### src/rtl/core/rlti_pkg.sv
// shared types, character codes and digit helpers for the radix literal parser
package rlti_pkg;

  localparam int unsigned CharW    = 8;
  localparam int unsigned SizeW    = 64;
  localparam int unsigned InDataW  = 8;
  localparam int unsigned OutDataW = 72;
  localparam int unsigned DigitW   = 5;

  localparam logic [CharW-1:0] ChUnder  = 8'h5F;
  localparam logic [CharW-1:0] ChZero   = 8'h30;
  localparam logic [CharW-1:0] ChNine   = 8'h39;
  localparam logic [CharW-1:0] ChLowA   = 8'h61;
  localparam logic [CharW-1:0] ChLowF   = 8'h66;
  localparam logic [CharW-1:0] ChUpA    = 8'h41;
  localparam logic [CharW-1:0] ChUpF    = 8'h46;
  localparam logic [CharW-1:0] ChLowX   = 8'h78;
  localparam logic [CharW-1:0] ChUpX    = 8'h58;
  localparam logic [CharW-1:0] ChLowB   = 8'h62;
  localparam logic [CharW-1:0] ChUpB    = 8'h42;
  localparam logic [CharW-1:0] ChLowO   = 8'h6F;
  localparam logic [CharW-1:0] ChUpO    = 8'h4F;
  localparam logic [CharW-1:0] ChUpU    = 8'h55;
  localparam logic [CharW-1:0] ChUpL    = 8'h4C;
  localparam logic [CharW-1:0] ChUpS    = 8'h53;
  localparam logic [CharW-1:0] ChUpZ    = 8'h5A;

  localparam logic [DigitW-1:0] DigitNone = 5'd31;
  localparam logic [DigitW-1:0] HexTen    = 5'd10;

  typedef enum logic [1:0] {
    RADIX_DEC = 2'd0,
    RADIX_HEX = 2'd1,
    RADIX_BIN = 2'd2,
    RADIX_OCT = 2'd3
  } radix_e;

  typedef struct packed {
    logic open;
    logic nonempty;
    logic ovf;
    logic junk;
  } run_flags_t;

  localparam run_flags_t RunReset = '{open: 1'b1, nonempty: 1'b0, ovf: 1'b0, junk: 1'b0};
  localparam run_flags_t RunZero  = '{open: 1'b1, nonempty: 1'b1, ovf: 1'b0, junk: 1'b0};

  function automatic logic [DigitW-1:0] digit_of(input logic [CharW-1:0] c);
    logic [DigitW-1:0] d;
    d = DigitNone;
    priority if (c >= ChZero && c <= ChNine) begin
      d = DigitW'(c - ChZero);
    end else if (c >= ChLowA && c <= ChLowF) begin
      d = DigitW'(c - ChLowA) + HexTen;
    end else if (c >= ChUpA && c <= ChUpF) begin
      d = DigitW'(c - ChUpA) + HexTen;
    end else begin
      d = DigitNone;
    end
    return d;
  endfunction

  function automatic logic [DigitW-1:0] base_of(input radix_e r);
    logic [DigitW-1:0] b;
    unique case (r)
      RADIX_HEX: b = 5'd16;
      RADIX_BIN: b = 5'd2;
      RADIX_OCT: b = 5'd8;
      default:   b = 5'd10;
    endcase
    return b;
  endfunction

  function automatic logic is_suffix(input logic [CharW-1:0] c);
    return (c == ChUpU) || (c == ChUpL) || (c == ChUpS) || (c == ChUpB) || (c == ChUpZ);
  endfunction

endpackage

### src/rtl/core/radix_literal_to_integer_core.sv
// number literal parser: radix prefix, underscores, suffix stripping, one char per cycle unless stalled
//
//   channel  dir  fields (lowest bit first)            meaning
//   s_axis   in   tdata: char_code[7:0]; tlast: last   one literal character per transfer
//   m_axis   out  tdata: size_value[63:0], error[64]   one result per literal, on its last char
//
// one char per cycle unless stalled; result valid in the cycle after the last char
// the run state and a speculative copy with a held suffix 'B' replayed are both
// kept, so each character costs one multiply-add, two digit steps side by side
// reset spares the result data; a held result stalls input only while m_axis_tready is low
module radix_literal_to_integer_core #(
  parameter int unsigned VALUE_WIDTH = 64
) (
  input  logic                           clk_i,
  input  logic                           rst_ni,
  input  logic                           s_axis_tvalid,
  output logic                           s_axis_tready,
  input  logic [rlti_pkg::InDataW-1:0]   s_axis_tdata,   // char_code[7:0]
  input  logic                           s_axis_tlast,
  output logic                           m_axis_tvalid,
  input  logic                           m_axis_tready,
  output logic [rlti_pkg::OutDataW-1:0]  m_axis_tdata    // size_value[63:0], parse_error[64]
);
  import rlti_pkg::*;

  localparam logic [1:0] PhIdle = 2'd0;
  localparam logic [1:0] PhZero = 2'd1;
  localparam logic [1:0] PhBody = 2'd2;

  logic [1:0]             phase_q, phase_d;
  radix_e                 radix_q, radix_d;
  logic [VALUE_WIDTH-1:0] acc_q, acc_d;
  run_flags_t             flg_q, flg_d;
  logic [VALUE_WIDTH-1:0] spec_acc_q, spec_acc_d;
  run_flags_t             spec_flg_q, spec_flg_d;
  logic                   pend_q, pend_d;
  logic                   other_q, other_d;

  logic                   out_valid_q;
  logic [SizeW-1:0]       out_size_q, out_size_d;
  logic                   out_err_q, out_err_d;

  logic [CharW-1:0]       c;
  logic                   in_fire;
  logic                   is_prefix;
  radix_e                 prefix_radix;
  run_flags_t             cur_flg;
  logic [VALUE_WIDTH-1:0] src_acc;
  run_flags_t             src_flg;
  logic [VALUE_WIDTH-1:0] a_acc, b_acc;
  run_flags_t             a_flg, b_flg;
  logic                   bad;

  assign c             = s_axis_tdata[CharW-1:0];
  assign s_axis_tready = !out_valid_q || m_axis_tready;
  assign in_fire       = s_axis_tvalid && s_axis_tready;

  assign cur_flg = (phase_q == PhZero) ? RunZero : flg_q;
  assign src_acc = pend_q ? spec_acc_q : acc_q;
  assign src_flg = pend_q ? spec_flg_q : cur_flg;

  always_comb begin
    is_prefix    = 1'b1;
    prefix_radix = RADIX_DEC;
    priority if (c == ChLowX || c == ChUpX) begin
      prefix_radix = RADIX_HEX;
    end else if (c == ChLowB || c == ChUpB) begin
      prefix_radix = RADIX_BIN;
    end else if (c == ChLowO || c == ChUpO) begin
      prefix_radix = RADIX_OCT;
    end else begin
      is_prefix = 1'b0;
    end
  end

  // kept character applied to the run
  rlti_digit_step #(.VALUE_WIDTH(VALUE_WIDTH)) u_step_char (
    .acc_i   (src_acc),
    .flags_i (src_flg),
    .radix_i (radix_q),
    .char_i  (c),
    .acc_o   (a_acc),
    .flags_o (a_flg)
  );

  // held suffix 'B' replayed into the speculative copy
  rlti_digit_step #(.VALUE_WIDTH(VALUE_WIDTH)) u_step_b (
    .acc_i   (src_acc),
    .flags_i (src_flg),
    .radix_i (radix_q),
    .char_i  (ChUpB),
    .acc_o   (b_acc),
    .flags_o (b_flg)
  );

  always_comb begin
    phase_d    = phase_q;
    radix_d    = radix_q;
    acc_d      = acc_q;
    flg_d      = flg_q;
    spec_acc_d = spec_acc_q;
    spec_flg_d = spec_flg_q;
    pend_d     = pend_q;
    other_d    = other_q;
    if (c != ChUnder) begin
      priority if (phase_q == PhIdle && c == ChZero) begin
        phase_d = PhZero;
      end else if (phase_q == PhZero && is_prefix) begin
        phase_d = PhBody;
        radix_d = prefix_radix;
      end else begin
        phase_d = PhBody;
        if (is_suffix(c)) begin
          flg_d  = cur_flg;
          pend_d = 1'b1;
          if (c == ChUpB && !other_q) begin
            spec_acc_d = b_acc;
            spec_flg_d = b_flg;
          end else begin
            spec_acc_d      = src_acc;
            spec_flg_d      = src_flg;
            spec_flg_d.open = 1'b0;
            spec_flg_d.junk = 1'b1;
            other_d         = 1'b1;
          end
        end else begin
          acc_d   = a_acc;
          flg_d   = a_flg;
          pend_d  = 1'b0;
          other_d = 1'b0;
        end
      end
    end
  end

  // held '0' at the end counts as one digit of value zero
  assign bad        = !(flg_d.nonempty || (phase_d == PhZero)) || flg_d.ovf;
  assign out_size_d = bad ? '0 : SizeW'(acc_d);
  assign out_err_d  = bad || flg_d.junk;

  always_ff @(posedge clk_i or negedge rst_ni) begin
    if (!rst_ni) begin
      phase_q    <= PhIdle;
      radix_q    <= RADIX_DEC;
      acc_q      <= '0;
      flg_q      <= RunReset;
      spec_acc_q <= '0;
      spec_flg_q <= RunReset;
      pend_q     <= 1'b0;
      other_q    <= 1'b0;
    end else if (in_fire) begin
      if (s_axis_tlast) begin
        phase_q    <= PhIdle;
        radix_q    <= RADIX_DEC;
        acc_q      <= '0;
        flg_q      <= RunReset;
        spec_acc_q <= '0;
        spec_flg_q <= RunReset;
        pend_q     <= 1'b0;
        other_q    <= 1'b0;
      end else begin
        phase_q    <= phase_d;
        radix_q    <= radix_d;
        acc_q      <= acc_d;
        flg_q      <= flg_d;
        spec_acc_q <= spec_acc_d;
        spec_flg_q <= spec_flg_d;
        pend_q     <= pend_d;
        other_q    <= other_d;
      end
    end
  end

  always_ff @(posedge clk_i or negedge rst_ni) begin
    if (!rst_ni) begin
      out_valid_q <= 1'b0;
    end else if (in_fire && s_axis_tlast) begin
      out_valid_q <= 1'b1;
    end else if (m_axis_tready) begin
      out_valid_q <= 1'b0;
    end
  end

  always_ff @(posedge clk_i) begin
    if (in_fire && s_axis_tlast) begin
      out_size_q <= out_size_d;
      out_err_q  <= out_err_d;
    end
  end

  assign m_axis_tvalid = out_valid_q;
  assign m_axis_tdata  = {{(OutDataW - SizeW - 1){1'b0}}, out_err_q, out_size_q};

endmodule

### src/rtl/core/rlti_digit_step.sv
// one character applied to the digit run: multiply-add with overflow detect
module rlti_digit_step #(
  parameter int unsigned VALUE_WIDTH = 64
) (
  input  logic [VALUE_WIDTH-1:0] acc_i,
  input  rlti_pkg::run_flags_t   flags_i,
  input  rlti_pkg::radix_e       radix_i,
  input  logic [7:0]             char_i,
  output logic [VALUE_WIDTH-1:0] acc_o,
  output rlti_pkg::run_flags_t   flags_o
);
  import rlti_pkg::*;

  logic [DigitW-1:0]        digit;
  logic [DigitW-1:0]        base;
  logic [VALUE_WIDTH+4:0]   prod;
  logic                     too_big;

  assign digit   = digit_of(char_i);
  assign base    = base_of(radix_i);
  assign prod    = ({5'b0, acc_i} * {{VALUE_WIDTH{1'b0}}, base}) +
                   {{VALUE_WIDTH{1'b0}}, digit};
  assign too_big = |prod[VALUE_WIDTH+4:VALUE_WIDTH];

  always_comb begin
    acc_o   = acc_i;
    flags_o = flags_i;
    if (flags_i.open && (digit < base)) begin
      if (!flags_i.ovf) begin
        if (too_big) begin
          flags_o.ovf = 1'b1;
        end else begin
          acc_o = prod[VALUE_WIDTH-1:0];
        end
      end
      flags_o.nonempty = 1'b1;
    end else begin
      flags_o.open = 1'b0;
      flags_o.junk = 1'b1;
    end
  end

endmodule
### config.mk
export PLATFORM = sky130hd
export DESIGN_NAME = radix_literal_to_integer_core
export DESIGN_NICKNAME = d
export VERILOG_FILES = /design/src/rtl/core/rlti_pkg.sv /design/src/rtl/core/radix_literal_to_integer_core.sv /design/src/rtl/core/rlti_digit_step.sv
export SDC_FILE = /design/constraint.sdc
export NUM_CORES = 1
export LEC_CHECK = 0
export ABC_AREA = 1
export BUFFER_PORTS_ARGS = -buffer_cell sky130_fd_sc_hd__buf_4
export CORE_UTILIZATION = 30
export CTS_BUF_LIST = sky130_fd_sc_hd__clkbuf_8
export DETAILED_ROUTE_END_ITERATION = 8
export PLACE_DENSITY = 0.47
export SLEW_MARGIN = 20
export SYNTH_ARGS = -nofsm -noshare
export SYNTH_HDL_FRONTEND = slang
export SYNTH_SLANG_ARGS = --single-unit
### constraint.sdc
create_clock -name clk_i -period 13.8 [get_ports clk_i]
set_input_delay 2.76 -clock clk_i [delete_from_list [all_inputs] [get_ports clk_i]]
set_output_delay 2.76 -clock clk_i [all_outputs]
set_load 0.05 [all_outputs]
* Word level (Yosys, flattened, before mapping) *
Index checks and enable logic that the tools add are counted.

storage, ports and cells
  memory bits (read-only) = 0
  memories = 0
  latch bits = 0
  memory bits (writable) = 0
  flip-flop bits (word level) = 208
  logic and storage cells = 159

operators by class
  add/sub/neg operators = 7
  reductions and logical operators = 35
  $mul = 1
  shifts and indexed selects = 0
  divide/modulo/power cells = 0
  bitwise operators = 0
  muxes and demuxes = 71
  $lt $le $gt $ge = 8
  equality and inequality tests = 20

operators with widths
  operator                 number
  $mux W64                 18
  $eq A8 B7 Y1 const B     10
  $add A69 B4 Y69 const B  1
  $add A69 B5 Y69          1
  $mul A64 B5 Y69          1
  $mux W4                  13
  $mux W1                  24
  $mux W2                  12
  $ge A8 B7 Y1 const B     2
  $le A8 B7 Y1 const B     2
  $mux W5                  3
  $pmux W5 S3              1
  $logic_or A1 B1 Y1       11
  $add A5 B4 Y5 const B    2
  $logic_and A1 B1 Y1      10
  $reduce_and A5 Y1        2
  $reduce_or A5 Y1         2
  $sub A5 B1 Y5 const B    2
  $eq A8 B6 Y1 const B     1
  $ge A8 B6 Y1 const B     1
  $le A8 B6 Y1 const B     1
  $ne A8 B7 Y1 const B     1
  $reduce_and A4 Y1        2
  $reduce_bool A2 Y1       4
  9 further kinds          15

* Longest topological paths before layout *
Gate-level depths: netlist of the first run.

  depth after elaboration = 18
  depth in mapped cells = 42
  gate-level depth less buffers = 38

* By module *
From an unflattened synthesis of the first run, not the netlist that was laid out.

unflattened totals
  cells, all modules = 5294
  area total of the unflattened synthesis = 33900.0 µm²

by module, submodules not included
  module                         cells each  instances  seq. area each (µm²)  area each (µm²)
  rlti_digit_step (u_step_char)  1963        1          0.0                   11658.7
  rlti_digit_step (u_step_b)     1994        1          0.0                   11212.0
  radix_literal_to_integer_core  1337        1          5532.8                11029.3

* Least setup slack after synthesis of the first run *
Ideal clock, no wire load.

  kind = input-to-reg
  start = input port m_axis_tready
  end = register out_err_q (enable)
  path slack = 6.920 ns
  setup time = 0.489 ns
  required time = 13.311 ns
  arrival time = 6.392 ns
  stages = 5
  path through = inv_1 > nand2_1 > nand2_1 > clkbuf_1 > nor2_1

on the way
  word-level cells in the longest chain between the ends = 3

ends and longest elaborated chain
  what                     line                                  source
  from (decl)              radix_literal_to_integer_core.sv:21   input logic m_axis_tready,
  $logic_or A1 B1 Y1       radix_literal_to_integer_core.sv:55   assign s_axis_tready = !out_valid_q || m_axis_tready;
  named net s_axis_tready  radix_literal_to_integer_core.sv:17   output logic s_axis_tready,
  $logic_and A1 B1 Y1      radix_literal_to_integer_core.sv:56   assign in_fire = s_axis_tvalid && s_axis_tready;
  $logic_and A1 B1 Y1      radix_literal_to_integer_core.sv:185  if (in_fire && s_axis_tlast) begin
  to (signal assigned)     radix_literal_to_integer_core.sv:187  out_err_q <= out_err_d;
  to (decl)                radix_literal_to_integer_core.sv:41   logic out_err_q, out_err_d;

The timed path passes the listed nets, and every way through them passes these cells.
A chain may end at the register's enable or synchronous reset.

* Final worst setup path of the first run *
  start = register pend_q
  end = register out_size_q[25], data pin

on the way
  word-level cells in the longest chain between the ends = 12
  elaborated cells on any way between the ends = 23
  classes of those cells = add/sub (1); mul (1); mux (16); reduce/logical (5)

ends and longest elaborated chain
  what                    line                                  source
  from (decl)             radix_literal_to_integer_core.sv:36   logic pend_q, pend_d;
  from (signal assigned)  radix_literal_to_integer_core.sv:168  pend_q <= pend_d;
  $mux W64                radix_literal_to_integer_core.sv:59   assign src_acc = pend_q ? spec_acc_q : acc_q;
  $mul A64 B5 Y69         rlti_digit_step.sv:21                 assign prod = ({5'b0, acc_i} * {{VALUE_WIDTH{1'b0}}, base}) +
  $add A69 B5 Y69         rlti_digit_step.sv:21
  $reduce_or A5 Y1        rlti_digit_step.sv:23                 assign too_big = |prod[VALUE_WIDTH+4:VALUE_WIDTH];
  $mux W1                 rlti_digit_step.sv:30                 if (too_big) begin
  $mux W1                 rlti_digit_step.sv:29                 if (!flags_i.ovf) begin
  $mux W2                 rlti_digit_step.sv:28                 if (flags_i.open && (digit < base)) begin
  $mux W4                 radix_literal_to_integer_core.sv:113  if (is_suffix(c)) begin
  $mux W4                 radix_literal_to_integer_core.sv:108  end else if (phase_q == PhZero && is_prefix) begin
  $mux W4                 radix_literal_to_integer_core.sv:106  priority if (phase_q == PhIdle && c == ChZero) begin
  $mux W4                 radix_literal_to_integer_core.sv:105  if (c != ChUnder) begin
  $logic_or A1 B1 Y1      radix_literal_to_integer_core.sv:137  assign bad = !(flg_d.nonempty || (phase_d == PhZero)) || flg_d.ovf;
  to (signal assigned)    radix_literal_to_integer_core.sv:186  out_size_q <= out_size_d;
  to (decl)               radix_literal_to_integer_core.sv:40   logic [SizeW-1:0] out_size_q, out_size_d;

Several ways; a longest one is shown, not always the timed one. The select of a mux whose other input is x is not followed.

==> results.cfg, run 1 <==
[timing]
period_share_pct = 63.97
worstMarginPinSlew_ns = 1.100
hold_viol = 0
timing.final.ws_setup_ns = 4.972
fmax_mhz = 113.3
max_slew_margin_pct = 24.54
finalMaxSlewViolations = 0
layout_min_cycle_time_ns = 8.828
fin_skew_ns = 0.03104
finalSetupTns_ns = 0
setup_viol = 0
grt_setup_unrepaired = false

[clock_tree]
cts_tree = done
cts_max_path_buffers = 3
cts_sinks = 208
postCtsSetupBuffers = 0
htree_levels = 2
cts-root-buf = clkbuf_8
cts_hold_buffers = 0
clk_pin_slew_worst_paths_ns = 0.06
cts_resized = 0
clock_latency_ns = 0.56
cts_buffers = 37

[synthesis]
seq_area_frac_synth_pct = 21.73
ys_seq_elements = 208
synthMostInstantiatedCell = nand2_1
syn-mean-instance-area_um2 = 6.400
synth_edf_count = 65
yosysTopAreaCell = nand2_1
async_reset_ff_share_pct = 68.75
syn_inst = 3979
synthFlopType = dfrtp_1
synthesis.area_mm2 = 0.02547
yosys_warnings = 0
synth.area.top_cells = nand2_1 22%, dfrtp_1 14%, ha_1 10%, edfxtp_1 7.7%, inv_1 7.1%
ys_top_cells_by_count = 1517 x nand2_1, 483 x inv_1, 417 x nor2_1, 274 x nand3_1, 208 x ha_1
ys_types = 57
yosysTopAreaCellShare_pct = 22.36

[route]
final_antenna_net_count = 0
first_pass_iters = 6
vias_per_cell = 4.883
drtIter0Drc = 1858
drc_errors = 0
via_count = 25340
drt_wl_total_um = 98060
routedWlPerCell_um = 18.89

[min_path]
hold_path.class = reg -> reg
whs_endpoint = spec_flg_q[3]
min_path_cells = 2
hold_start = spec_flg_q[3]

[setup_path]
crit_fanout = 65
crit_top_cell = nand2_1
worstReg2RegStart = pend_q
slowest_stage = buf_4
arrival_ns = 9.24
end_kind = register
reg2reg_depth = 35
r2r_end = out_size_q[25]
path_class = reg -> reg
r2r_slack_ns = 4.97
setup.worst_path.start_class = register
crit_required_ns = 14.21
critPathMaxStageDelay_ns = 0.62

[floorplan]
core_area_mm2 = 0.08382
die_h_um = 293.4
die_w_um = 293.4
initial_core_util_pct = 30.38
die-area_mm2 = 0.08606
num_io_pins = 87
num_rows = 106

[place]
dp_cells = 5121
portBuffers = 79
gp_congestion = 0.9867
hpwl_um = 77170
place_ws_ns = 4.743

[outcome]
status = complete, no violations

[final_layout]
nNetsFinal = 4310
area_delta_synth_final_pct = 9.811
fillers = 9379
layout.cells.non_filler = 5190
drive_gt1_share_pct = 9.694
regArea_mm2 = 0.005534
utilization_pct = 33.36
multiInputGateArea_mm2 = 0.01740

[grt]
gr-total-overflow = 0
antenna_found_initial = 1
grt_max_degree = 78
grt_pass1_wl_um = 151000
grt_pass1_vias = 24540
grtUsageTotal_pct = 22.76

[pwr]
peakVddDrop_v = 0.00006220
p_per_area_mw_per_mm2 = 72.70
power.total_uw = 2033
p_leak_uw = 0.01530

[flow_run]
maxCapViolations = 0
power breakdown:
part | switching [µW] | internal (µW) | total [µW]
clock network | 288 | 325 | 612
registers | 19.4 | 665 | 684
logic | 530 | 207 | 737
worst max path at each step:
stage,from,depth (start not counted),end,slack (ns)
finish,pend_q,35,out_size_q[25],4.97
global route,pend_q,37,acc_q[25],4.46
CTS,pend_q,33,out_size_q[0],5.02
detailed placement,s_axis_tdata[1],32,out_size_q[2],4.74
global placement,s_axis_tdata[1],32,out_size_q[2],4.89
floorplan,m_axis_tready,5,out_err_q,6.92
critical path: cells and delay by family (launching register included):
kind / cells / cell delay (ns)
simple gates: 22 / 3.70
buf+inv: 7 / 2.41
fa+ha+maj: 4 / 1.57
mux: 1 / 0.29
compound gates: 1 / 0.20
flops: 1 / 0.35
metrics by stage:
step	cell area (µm²)	hold WS (ns)
2_1_floorplan	25490	0.4414
3_3_place_gp	27220	0.4553
3_5_place_dp	27220	0.4577
4_1_cts	27960	0.4736
5_1_grt	27960	0.4871
6_report	27970	0.4708
final cells by class:
type	count	share of cell area, %
multi-input cells	3148	62.23
well taps	1134	5.074
clock inverters	27	0.6935
inverters	502	6.747
clock buffers	40	1.969
diodes	2	0.01790
repair buffers	129	3.476
flip-flops and latches	208	19.79
registers in the layout, indices dropped and copies added, names as in the netlist:
name / count
acc_q: 64
out_size_q: 64
spec_acc_q: 64
flg_q: 4
spec_flg_q: 4
phase_q: 2
radix_q: 2
m_axis_tvalid: 1
other_q: 1
out_err_q: 1
pend_q: 1
routing by layer:
metal / vias up / part of all wire (%) / GRT usage (%)
met2: 686 / 44 / 36.39
met4: 0 / 2.2 / 5.119
met1: 11940 / 49 / 33.23
li1: 12610 / - / -
met3: 102 / 4.8 / 1.573
met5: - / 0 / 0
placed cells by master (no fill, tap or decap), drive strengths merged, types with 7 or more instances in the layout:
cell       n
nand2   1554
inv      508
nor2     457
nand3    288
ha       208
a21oi    144
dfrtp    141
buf      129
xor2     112
nand4     91
edfxtp    65
fa        63
o21ai     59
mux2i     43
clkbuf    40
nor3      39
or2       23
xnor2     21
clkinv    16
nor4      10
conb       7
cell families after synthesis:
kind of cell | Yosys count | share of synthesized area, %
muxes | 43 | 1.690
DFF | 208 | 21.73
buffers and inverters | 629 | 10.24
adders and majority gates | 271 | 15.17
and+or+nand+nor | 2472 | 40.87
other | 1 | 0.01472
AOI/OAI and AO/OA | 222 | 5.414
xor gates and xnor gates | 133 | 4.869
(Power assumes the default switching activity.)
==> run 2: changes to the inputs <==
--- a/config.mk
+++ b/config.mk
@@ -10,7 +10,7 @@
 export CORE_UTILIZATION = 30
 export CTS_BUF_LIST = sky130_fd_sc_hd__clkbuf_8
 export DETAILED_ROUTE_END_ITERATION = 8
-export PLACE_DENSITY = 0.47
+export PLACE_DENSITY = 0.49
 export SLEW_MARGIN = 20
 export SYNTH_ARGS = -nofsm -noshare
 export SYNTH_HDL_FRONTEND = slang
==> constraint.sdc (replaced) <==
create_clock -name clk_i -period 7.6 [get_ports clk_i]
set_input_delay 1.52 -clock clk_i [delete_from_list [all_inputs] [get_ports clk_i]]
set_output_delay 1.52 -clock clk_i [all_outputs]
set_load 0.05 [all_outputs]
==> run 2 against run 1 <==
- critical path depth fell by 1
- worst setup slack worse by 4.5 ns
- hold slack worse by 0.0020 ns
- first-iteration DRC count grew 5.3%
- fmax increased by 24%
- via count grew 1.9%
- utilization is 1.1 points higher
- routed wire length up 2.7%
- clock-buffer cell count increased by 3
- sequential share of layout area shrank 0.61 points
- critical path type unchanged
- highest routed layer unchanged
==> results.cfg, run 2 (synthesized netlist as in run 1, its figures left out) <==
[final_layout]
layout.cells.non_filler = 5280
area_delta_synth_final_pct = 13.38
nNetsFinal = 4399
mostFrequentLayoutCells = 1516 x nand2_1, 489 x inv_1, 413 x nor2_1
final_common_cell = nand2_1
drive_gt1_share_pct = 11.97
fillers = 9376
fin_area_mm2 = 0.02887
reg.largest.list = acc_q: 64 flops, out_size_q: 64 flops, spec_acc_q: 64 flops

[min_path]
hold_path.class = reg -> reg
min_path_cells = 2

[route]
routedWlPerCell_um = 19.08
first_pass_iters = 8
drt_wl_total_um = 100700
final_antenna_net_count = 0
drc_errors = 0
via_count = 25820
vias_per_cell = 4.890
drtIter0Drc = 1957

[setup_path]
crit_required_ns = 7.91
crit_top_cell = nand2_1
path_class = reg -> reg
arrival_ns = 7.43
slowest_stage = dfrtp_4
reg2reg_depth = 34
crit_fanout = 24
end_kind = register
critPathMaxStageDelay_ns = 0.58
setup.worst_path.start_class = register

[grt]
gr-total-overflow = 0
antenna_found_initial = 1
met2_usage_pct = 36.69
grt_use_met1_pct = 33.88
grt_pass1_vias = 25040
grtUsageTotal_pct = 23.31
grt_use_met3_pct = 2.080
grt_pass1_wl_um = 154000
grt_max_degree = 70
grt_busiest_layer = met2

[clock_tree]
clock_latency_ns = 0.56
htree_levels = 2
cts_tree = done
cts-root-buf = clkbuf_8
clk_pin_slew_worst_paths_ns = 0.07
cts_max_path_buffers = 3
cts_sinks = 208
cts_buffers = 39

[floorplan]
initial_core_util_pct = 30.38
die-area_mm2 = 0.08606
core_area_mm2 = 0.08382
num_io_pins = 87
die_w_um = 293.4
num_rows = 106
die_h_um = 293.4

[timing]
grt_setup_unrepaired = false
layout_min_cycle_time_ns = 7.123
hold_viol = 0
worstMarginPinSlew_ns = 1.168
fin_skew_ns = 0.02853
max_slew_margin_pct = 21.33
whs_ns = 0.4688
finalMaxSlewViolations = 0
setup_viol = 0
finalSetupTns_ns = 0
fmax_mhz = 140.4
period_share_pct = 93.73
timing.final.ws_setup_ns = 0.4767

[pwr]
p_leak_uw = 0.01582
peakVddDrop_v = 0.0001749
p_per_area_mw_per_mm2 = 131.5

[place]
place_area_mm2 = 0.02803
hpwl_um = 82680
place_ws_ns = 0.1367
dp_cells = 5208
gp_congestion = 0.9767
portBuffers = 79

[outcome]
status = complete, no violations

[flow_run]
maxCapViolations = 0
[run 2: cell types whose count changed in the layout (fill, tap and decap cells not counted), moves of 2 or more]
cell      delta
buf_12      +13
buf_4       +73
mux2i_2      +2
clkbuf_8     +3
mux2i_4      +2
o21ai_1      -3
mux2i_1      -4
clkinv_1     -2
inv_6        +2
clkinv_2     +3
o21ai_2      +4
[run 2: area by class of cell]
cell class	count	area, µm²	area share [%]
diodes	1	2.502	0.008667
clock buffers	43	591.8	2.050
clock inverters	28	185.2	0.6413
inverters	502	1887	6.535
multi-input cells	3148	17460	60.46
flip-flops and latches	208	5537	19.17
well taps	1134	1419	4.914
repair buffers	216	1795	6.218
[run 2: power breakdown]
part           leakage (µW)  switching, µW  internal (µW)
combinational        0.0128            984            436
clock              0.000434            536            595
sequential          0.00260           37.5           1210
total                0.0158           1560           2240
[run 2: timing repair]
| item | CTS | global route |
|---|---|---|
| buffers inserted | 0 | 0 |
| setup endpoints to repair | 0 | 182 |
| gates resized for setup | 0 | 17 |
| hold buffers | 0 | 0 |
[run 2: routing by layer]
metal	share of wire, %	wire [µm]
met2	44	43850
met5	0	0
met3	4.8	4869
met4	2.5	2537
met1	49	49480
[run 2: worst max-delay path, delay by kind of cell, from the launching register on]
kind | cells | cell delay (ns)
fa+ha+maj | 4 | 1.59
flops | 1 | 0.58
buf+inv | 6 | 0.95
compound gates | 2 | 0.50
simple gates | 22 | 3.19
[run 2: stage by stage]
stage                     util [%]  power [µW]
final                        34.45        3796
after floorplan                  -        2139
after global routing         34.45        4000
after global placement       33.45        2665
after CTS                    34.37        3814
after detailed placement     33.45        2665
[run 2: path summary, 6_finish.rpt]
| check | endpoint | start | slack, ns |
|---|---|---|---|
| setup / recovery | out_size_q[28] | pend_q | 0.48 |
| hold / removal | spec_flg_q[3] | spec_flg_q[3] | 0.47 |
| setup reg to reg | out_size_q[28] | pend_q | 0.48 |
| hold reg to reg | spec_flg_q[3] | spec_flg_q[3] | 0.47 |
| max in group asynchronous | spec_acc_q[34] | rst_ni | 5.55 |
| min in group asynchronous | m_axis_tvalid | rst_ni | 0.90 |
==> run 3: changes to the inputs <==
--- a/config.mk
+++ b/config.mk
@@ -8,7 +8,6 @@
 export ABC_AREA = 1
 export BUFFER_PORTS_ARGS = -buffer_cell sky130_fd_sc_hd__buf_4
 export CORE_UTILIZATION = 30
-export CTS_BUF_LIST = sky130_fd_sc_hd__clkbuf_8
 export DETAILED_ROUTE_END_ITERATION = 8
 export PLACE_DENSITY = 0.49
 export SLEW_MARGIN = 20
==> run 3 against run 2 <==
- combinational power hardly changed
- via count is 0.93% lower
- global-route usage is 0.15 points lower
- design area hardly changed
- clock power is 6% higher
- first-iteration DRC count is 6.8% lower
- routed wire length is 0.48% lower
- cell count is 0.53% lower
- power is 1.8% higher
- die area stayed put
- critical path type unchanged
- largest cell class unchanged
==> results.cfg, run 3 (synthesized netlist as in run 1, its figures left out) <==
[floorplan]
die_h_um = 293.4
initial_core_util_pct = 30.38
num_rows = 106
core_area_mm2 = 0.08382
die_w_um = 293.4
num_io_pins = 87
die-area_mm2 = 0.08606

[timing]
timing.final.ws_setup_ns = 0.4241
layout_min_cycle_time_ns = 7.176
finalMaxSlewViolations = 0
grt_setup_unrepaired = false
setup_viol = 0
fin_skew_ns = 0.01925
hold_viol = 0
finalSetupTns_ns = 0
fmax_mhz = 139.4
max_slew_margin_pct = 21.30
period_share_pct = 94.42
worstMarginPinSlew_ns = 1.168
whs_ns = 0.4700

[setup_path]
crit_fanout = 24
path_class = reg -> reg
crit_top_cell = nand2_1
critPathMaxStageDelay_ns = 0.59
setup.worst_path.start_class = register
arrival_ns = 7.45
crit_required_ns = 7.88
slowest_stage = dfrtp_4
end_kind = register

[final_layout]
mostFrequentLayoutCells = 1516 x nand2_1, 480 x inv_1, 413 x nor2_1
fillers = 9355
regArea_mm2 = 0.005537
final_common_cell = nand2_1
multiInputGateArea_mm2 = 0.01745
nNetsFinal = 4384
area_delta_synth_final_pct = 13.40
drive_gt1_share_pct = 11.56
layout.cells.non_filler = 5252
reg.largest.list = acc_q: 64 flops, out_size_q: 64 flops, spec_acc_q: 64 flops
n_antenna_cell = 0

[grt]
gr-total-overflow = 0
grt_pass1_vias = 24880
grt_max_degree = 70
grt_pass1_wl_um = 153300
antenna_found_initial = 0
grtUsageTotal_pct = 23.17

[clock_tree]
cts_max_path_buffers = 3
htree_levels = 1
cts-root-buf = clkbuf_16
cts_buffers = 24
cts_tree = done
postCtsSetupBuffers = 0
cts_sinks = 208
clk_pin_slew_worst_paths_ns = 0.06
clock_latency_ns = 0.54

[pwr]
power.total_uw = 3862
p_per_area_mw_per_mm2 = 133.7
p_leak_uw = 0.01577
peakVddDrop_v = 0.0001299

[place]
place_ws_ns = 0.1367
portBuffers = 79
hpwl_um = 82680
dp_cells = 5208
gp_congestion = 0.9767

[route]
first_pass_iters = 7
drtIter0Drc = 1824
via_count = 25580
final_antenna_net_count = 0
routedWlPerCell_um = 19.09
vias_per_cell = 4.870
drt_wl_total_um = 100300
drc_errors = 0

[outcome]
status = complete, no violations

[min_path]
hold_path.class = reg -> reg

[flow_run]
maxCapViolations = 0
run 3: changes by cell type in the layout (fill, tap and decap cells not counted), moves of 2 or more:
cell       previous run  this run
clkbuf_8             43         2
clkbuf_16             0        25
inv_1               489       480
clkbuf_1              0         5
clkinv_2              8         4
clkinv_1              9         6
clkinv_4              0         2
run 3: path summary, 6_finish.rpt:
path                       cells past startpoint              to          start  slack [ns]
max in group asynchronous                      2  spec_acc_q[32]         rst_ni        5.53
hold reg to reg                                2   spec_flg_q[3]  spec_flg_q[3]        0.47
setup reg to reg                              34  out_size_q[28]         pend_q        0.42
setup / recovery                              34  out_size_q[28]         pend_q        0.42
min in group asynchronous                      1   m_axis_tvalid         rst_ni        0.92
hold / removal                                 2   spec_flg_q[3]  spec_flg_q[3]        0.47
run 3: cell type report:
| cell class | count | area share [%] |
|---|---|---|
| Tap cell | 1134 | 4.913 |
| Multi-Input combinational cell | 3148 | 60.42 |
| Timing Repair Buffer | 216 | 6.217 |
| Sequential cell | 208 | 19.17 |
| Inverter | 502 | 6.534 |
| Clock inverter | 12 | 0.4203 |
| Clock buffer | 32 | 2.327 |
run 3: timing repair:
| item | CTS | global route |
|---|---|---|
| setup endpoints to repair | 0 | 181 |
| hold buffers | 0 | 0 |
| gates resized for setup | 0 | 16 |
run 3: stage by stage:
step           area (µm²)  util (%)
6_report            28880     34.45
5_1_grt             28880     34.45
4_1_cts             28830     34.39
3_5_place_dp        28030     33.45
3_3_place_gp        28030     33.45
2_1_floorplan       25490         -
run 3: where the power goes:
part / switching (µW) / internal (µW) / total [µW]
sequential: 37.2 / 1210 / 1240
combinational: 983 / 435 / 1420
clock: 509 / 692 / 1200
total: 1530 / 2330 / 3860
run 3: worst max-delay path, delay by kind of cell (launching register included):
| family | cells | cell delay (ns) |
|---|---|---|
| AO/OA/AOI/OAI | 2 | 0.51 |
| adder cells (fa/ha/maj) | 4 | 1.60 |
| buffers and inverters | 6 | 0.95 |
| flip-flops | 1 | 0.59 |
| AND/OR/NAND/NOR | 22 | 3.24 |
run 3: metal layers:
| layer | share of wire [%] | up-vias | wire length [µm] | GRT usage [%] |
|---|---|---|---|---|
| met5 | 0 | - | 0 | 0 |
| met4 | 2.2 | 0 | 2199 | 5.285 |
| met3 | 4.6 | 104 | 4658 | 1.770 |
| met2 | 44 | 679 | 43690 | 36.74 |
| met1 | 50 | 12030 | 49710 | 33.92 |
| li1 | - | 12760 | - | - |
